--- config.mk ---
export PLATFORM = sky130hd
export DESIGN_NAME = tcw_ctrl
export DESIGN_NICKNAME = d
export VERILOG_FILES = /design/src/rtl/core/tcw_pkg.sv /design/src/rtl/core/tcw_ctrl.sv
export SDC_FILE = /design/constraint.sdc
export NUM_CORES = 1
export LEC_CHECK = 0
export ABC_AREA = 0
export BUFFER_PORTS_ARGS = -buffer_cell sky130_fd_sc_hd__buf_2
export CAP_MARGIN = 20
export CORE_AREA = 2 2 39 41
export DETAILED_ROUTE_END_ITERATION = 8
export DIE_AREA = 0 0 41 43
export GPL_ROUTABILITY_DRIVEN = 0
export HOLD_SLACK_MARGIN = 0.15
export SLEW_MARGIN = 20
export SYNTH_ARGS = -nofsm -noshare
export SYNTH_HDL_FRONTEND = slang
export SYNTH_SLANG_ARGS = --single-unit
--- constraint.sdc ---
create_clock -name aclk -period 1.9 [get_ports aclk]
set_clock_uncertainty 0.05 [all_clocks]
set_input_delay 0.19 -clock aclk [delete_from_list [all_inputs] [get_ports aclk]]
set_output_delay 0.19 -clock aclk [all_outputs]
set_load 0.02 [all_outputs]
--- src/rtl/core/tcw_pkg.sv ---
// Shared types and constants for the text console writer.
`default_nettype none

package tcw_pkg;

    localparam int CMD_W   = 2;
    localparam int CHAR_W  = 8;
    localparam int IDX_W   = 11;
    localparam int OCOL_W  = 7;
    localparam int OROW_W  = 5;
    localparam int CELL_W  = 16;
    localparam int APB_AW  = 3;
    localparam int APB_DW  = 32;

    localparam logic [CMD_W-1:0] CMD_PUT   = 2'd0;
    localparam logic [CMD_W-1:0] CMD_READ  = 2'd1;
    localparam logic [CMD_W-1:0] CMD_CLEAR = 2'd2;

    localparam logic [CHAR_W-1:0] CH_BS    = 8'h08;
    localparam logic [CHAR_W-1:0] CH_TAB   = 8'h09;
    localparam logic [CHAR_W-1:0] CH_LF    = 8'h0A;
    localparam logic [CHAR_W-1:0] CH_CR    = 8'h0D;
    localparam logic [CHAR_W-1:0] CH_SPACE = 8'h20;
    localparam logic [CHAR_W-1:0] CH_LAST  = 8'h7F;

    localparam logic [CELL_W-1:0] RESET_ATTR  = 16'h0700;
    localparam logic [CELL_W-1:0] RESET_BLANK = 16'h0720;

    // Register word index, taken from paddr[2].
    localparam logic REG_ATTR = 1'b0;

    typedef struct packed {
        logic accept;
        logic sweep_step;
        logic init_mode;
        logic out_load;
    } dp_cmd_t;

    typedef struct packed {
        logic scroll_req;
        logic clear_req;
        logic sweep_last;
        logic out_free;
    } dp_status_t;

endpackage

`default_nettype wire

--- src/rtl/core/tcw_ctrl.sv ---
// Sequencing state machine for the text console writer.
`default_nettype none

module tcw_ctrl (
    input  wire logic               aclk,
    input  wire logic               aresetn,
    input  wire logic               s_valid,
    output logic                    s_ready,
    input  wire tcw_pkg::dp_status_t status,
    output tcw_pkg::dp_cmd_t        cmd
);
    import tcw_pkg::*;

    localparam logic [2:0] ST_INIT       = 3'd0;
    localparam logic [2:0] ST_INIT_FLUSH = 3'd1;
    localparam logic [2:0] ST_IDLE       = 3'd2;
    localparam logic [2:0] ST_SWEEP      = 3'd3;
    localparam logic [2:0] ST_FLUSH      = 3'd4;
    localparam logic [2:0] ST_RESULT     = 3'd5;

    logic [2:0] state_reg;
    logic [2:0] state_next;

    always_ff @(posedge aclk) begin
        if (!aresetn) begin
            state_reg <= ST_INIT;
        end else begin
            state_reg <= state_next;
        end
    end

    always_comb begin
        state_next     = state_reg;
        cmd            = '0;
        s_ready        = 1'b0;
        case (state_reg)
            ST_INIT: begin
                cmd.sweep_step = 1'b1;
                cmd.init_mode  = 1'b1;
                if (status.sweep_last) state_next = ST_INIT_FLUSH;
            end
            ST_INIT_FLUSH: begin
                state_next = ST_IDLE;
            end
            ST_IDLE: begin
                s_ready = 1'b1;
                if (s_valid) begin
                    cmd.accept = 1'b1;
                    if (status.scroll_req || status.clear_req) state_next = ST_SWEEP;
                    else state_next = ST_RESULT;
                end
            end
            ST_SWEEP: begin
                cmd.sweep_step = 1'b1;
                if (status.sweep_last) state_next = ST_FLUSH;
            end
            ST_FLUSH: begin
                state_next = ST_RESULT;
            end
            ST_RESULT: begin
                if (status.out_free) begin
                    cmd.out_load = 1'b1;
                    state_next   = ST_IDLE;
                end
            end
            default: begin
                state_next = ST_INIT;
            end
        endcase
    end

endmodule

`default_nettype wire

==> metrics.md <==
| Metric | Value |
|---|---|
| Outcome | `complete, no violations` |
| Layout fillers | `156` |
| Post-Layout Inst Area | `319 µm²` |
| Number of H-tree levels | `1` |
| Worst Setup End Kind | `output port` |
| Critical path's slowest cell | `dfxtp_1` |
| Max reg flops | `3` |
| Pwr/cell area | `1670 nW/µm²` |
| Cts hold-fix bufs | `0` |
| Post-synth EDFFs | `0` |
| RSZ-0062 raised after global routing | `false` |
| Initial antenna violation count | `0` |
| I/O Pins | `12` |
| Post-route DRC | `0` |
| Die Ht | `43 µm` |
| Worst Setup Path Type | `flip-flop to output port` |
| Max Clk Rate | `640 MHz` |
| Most frequent cells in the layout | `buf_2 (11), nor2b_1 (4), nand2_1 (3), clkbuf_4 (3), dfxtp_1 (3)` |
| # placed instances | `54` |
| Port bufs | `11` |
| Syn-to-layout area delta | `34.9%` |
| Switching pwr | `0.238 mW` |
| First-pass GRT wire length | `814 µm` |
| Final WL | `509 µm` |
| Crit path cell chain | `nor2b_1, and3_1, buf_2` |
| Final setup margin | `0.338 ns` |
| Largest net degree at the start of global routing | `12` |
| Post-DP HPWL | `389 µm` |
| FP Rows | `14` |
| Post-Syn Instances | `29` |
| Power share of the combinational group | `50.7%` |
| Syn Area/Cell | `8.15 µm²` |
| Flop pwr share | `26.8%` |
| Slew Viols, Final | `0` |
| Nets | `50` |
| Setup Buffers After CTS | `0` |
| Setup TNS | `0 ns` |
| Clock share of power | `22.5%` |
| CP delay by family, top | `flip-flops` |
| CP bufs+invs | `1` |
| Startpoint types | `flip-flop` |
| Hold Crit Class | `input port to flip-flop` |
| Syn_nets | `36` |
| CP peak stage delay | `0.50 ns` |
| Deepest clock path buffer count | `2` |
| Ant. Diodes | `0` |
| Worst EP arrival | `1.32 ns` |
| Vias in the first global route | `223` |
| CTS tree | `built` |
| CTS buffer count | `3` |
| Pint | `0.294 mW` |
| Max IR drop VDD | `411 µV` |
| DRT Pass-1 Iters | `1` |
| Vias after detailed routing | `246` |
| P_leak | `0.149 nW` |
| Fin. Hold Viols | `0` |
| Most common cell after layout, fill and taps aside | `buf_2` |
| Register bit total from synthesis | `3` |
| Clock transition at the registers of the reported paths | `0.04 ns` |
| Clk_lat worst skew | `0.24 ns` |
| Die W | `41 µm` |
| Area after DPL | `293 µm²` |
| Crit path time final | `1.56 ns` |
| Pre-CTS WS | `0.474 ns` |
| Yosys cell types | `19` |
| Worst endpoint required time | `1.66 ns` |
| Root Buffer | `clkbuf_4` |
| GRT Total Usage | `7.12%` |
| Total congestion overflow | `0` |
| Sequential share of the synthesized area | `25.4%` |
| Worst slew pin tran | `0.343 ns` |
| Yosys warning total | `0` |
| Post-Layout Cell Count | `58` |
| Clk sink count | `3` |
| Tcrit/Tclk final | `82.2%` |
| Starting Density | `17.1%` |
| Max-Cap Viols | `0` |
| CP Max Fanout | `11` |
| Ys async rst share | `0%` |
| Final Setup Violations | `0` |
| Core area | `1380 µm²` |
| Slew margin rel. | `76.8%` |
| Layout cells sized above 1 | `33.3%` |
| Vias/cell | `4.24` |
| Dominant synthesized flop cell | `dfxtp_1` |
| Switch share | `44.8%` |
| Antenna-violating nets left | `0` |
| Post-CTS resize count | `0` |
| DRT iter0 DRCs | `0` |
| Post-Synthesis Cell Area | `236 µm²` |
| Pwr Total | `0.532 mW` |
| Drt wl/cell | `8.78 µm` |
| Die area | `1760 µm²` |
## worst register-to-register path, stage by stage (launching register included)
cell	delay (ns)
dfxtp_1	0.50
mux2i_1	0.12
a211o_1	0.30
o311a_1	0.33
## synthesized netlist by cell type (all sizes together) (2+ instances only)
library cell  count  area (µm²)
mux2i             2        20.0
nor3              2        10.0
nand2             3        11.3
dfxtp             3        60.1
nor2              2        7.51
buf               2        18.8
nor2b             4        25.0
## per-stage QoR
step                util, %  hold WS [ns]
detailed placement     21.2         0.426
global placement       21.2         0.427
floorplan                 -         0.271
finish                 23.1         0.172
CTS                    23.1         0.169
global route           23.1         0.183
## final timing paths
| check | start | endpoint | slack, ns | depth (start not counted) |
|---|---|---|---|---|
| setup reg to reg | state_reg[0] | state_reg[1] | 0.48 | 3 |
| hold reg to reg | state_reg[2] | state_reg[2] | 0.54 | 2 |
| hold / removal | aresetn | state_reg[1] | 0.17 | 2 |
| setup / recovery | state_reg[0] | cmd[0] | 0.34 | 3 |
## cells by family (layout without fill, tap and decap cells)
logic type,count (synthesis),after routing,share of synthesized area [%]
simple gates,18,18,45.0
compound gates,4,4,13.2
flops,3,3,25.4
mux,2,2,8.47
buf+inv,2,15,7.94
## area by class of cell
class	instances	area (µm²)	area share [%]
timing repair buffer	11	55.1	17.3
tap	16	20.0	6.27
multi-input combinational	24	158	49.4
clock buffer	4	26.3	8.24
sequential	3	60.1	18.8
## power by group through the flow
stage                     Combinational [mW]  Clock, mW  Sequential (mW)
after detailed placement               0.272          0            0.144
after global routing                   0.294      0.127            0.153
after global placement                 0.274          0            0.142
after floorplan                        0.254          0            0.108
after CTS                              0.273      0.123            0.142
final                                  0.270      0.120            0.142
## metal layers
metal / vias up / track usage, % / share of wire (%)
met1: 102 / 9.62 / 49
li1: 133 / - / -
met3: 2 / 1.57 / 7.9
met4: 0 / 8.00 / 3.1
met5: - / 0 / 0
met2: 9 / 8.13 / 40
No activity file was read; power rests on OpenSTA's default activity.
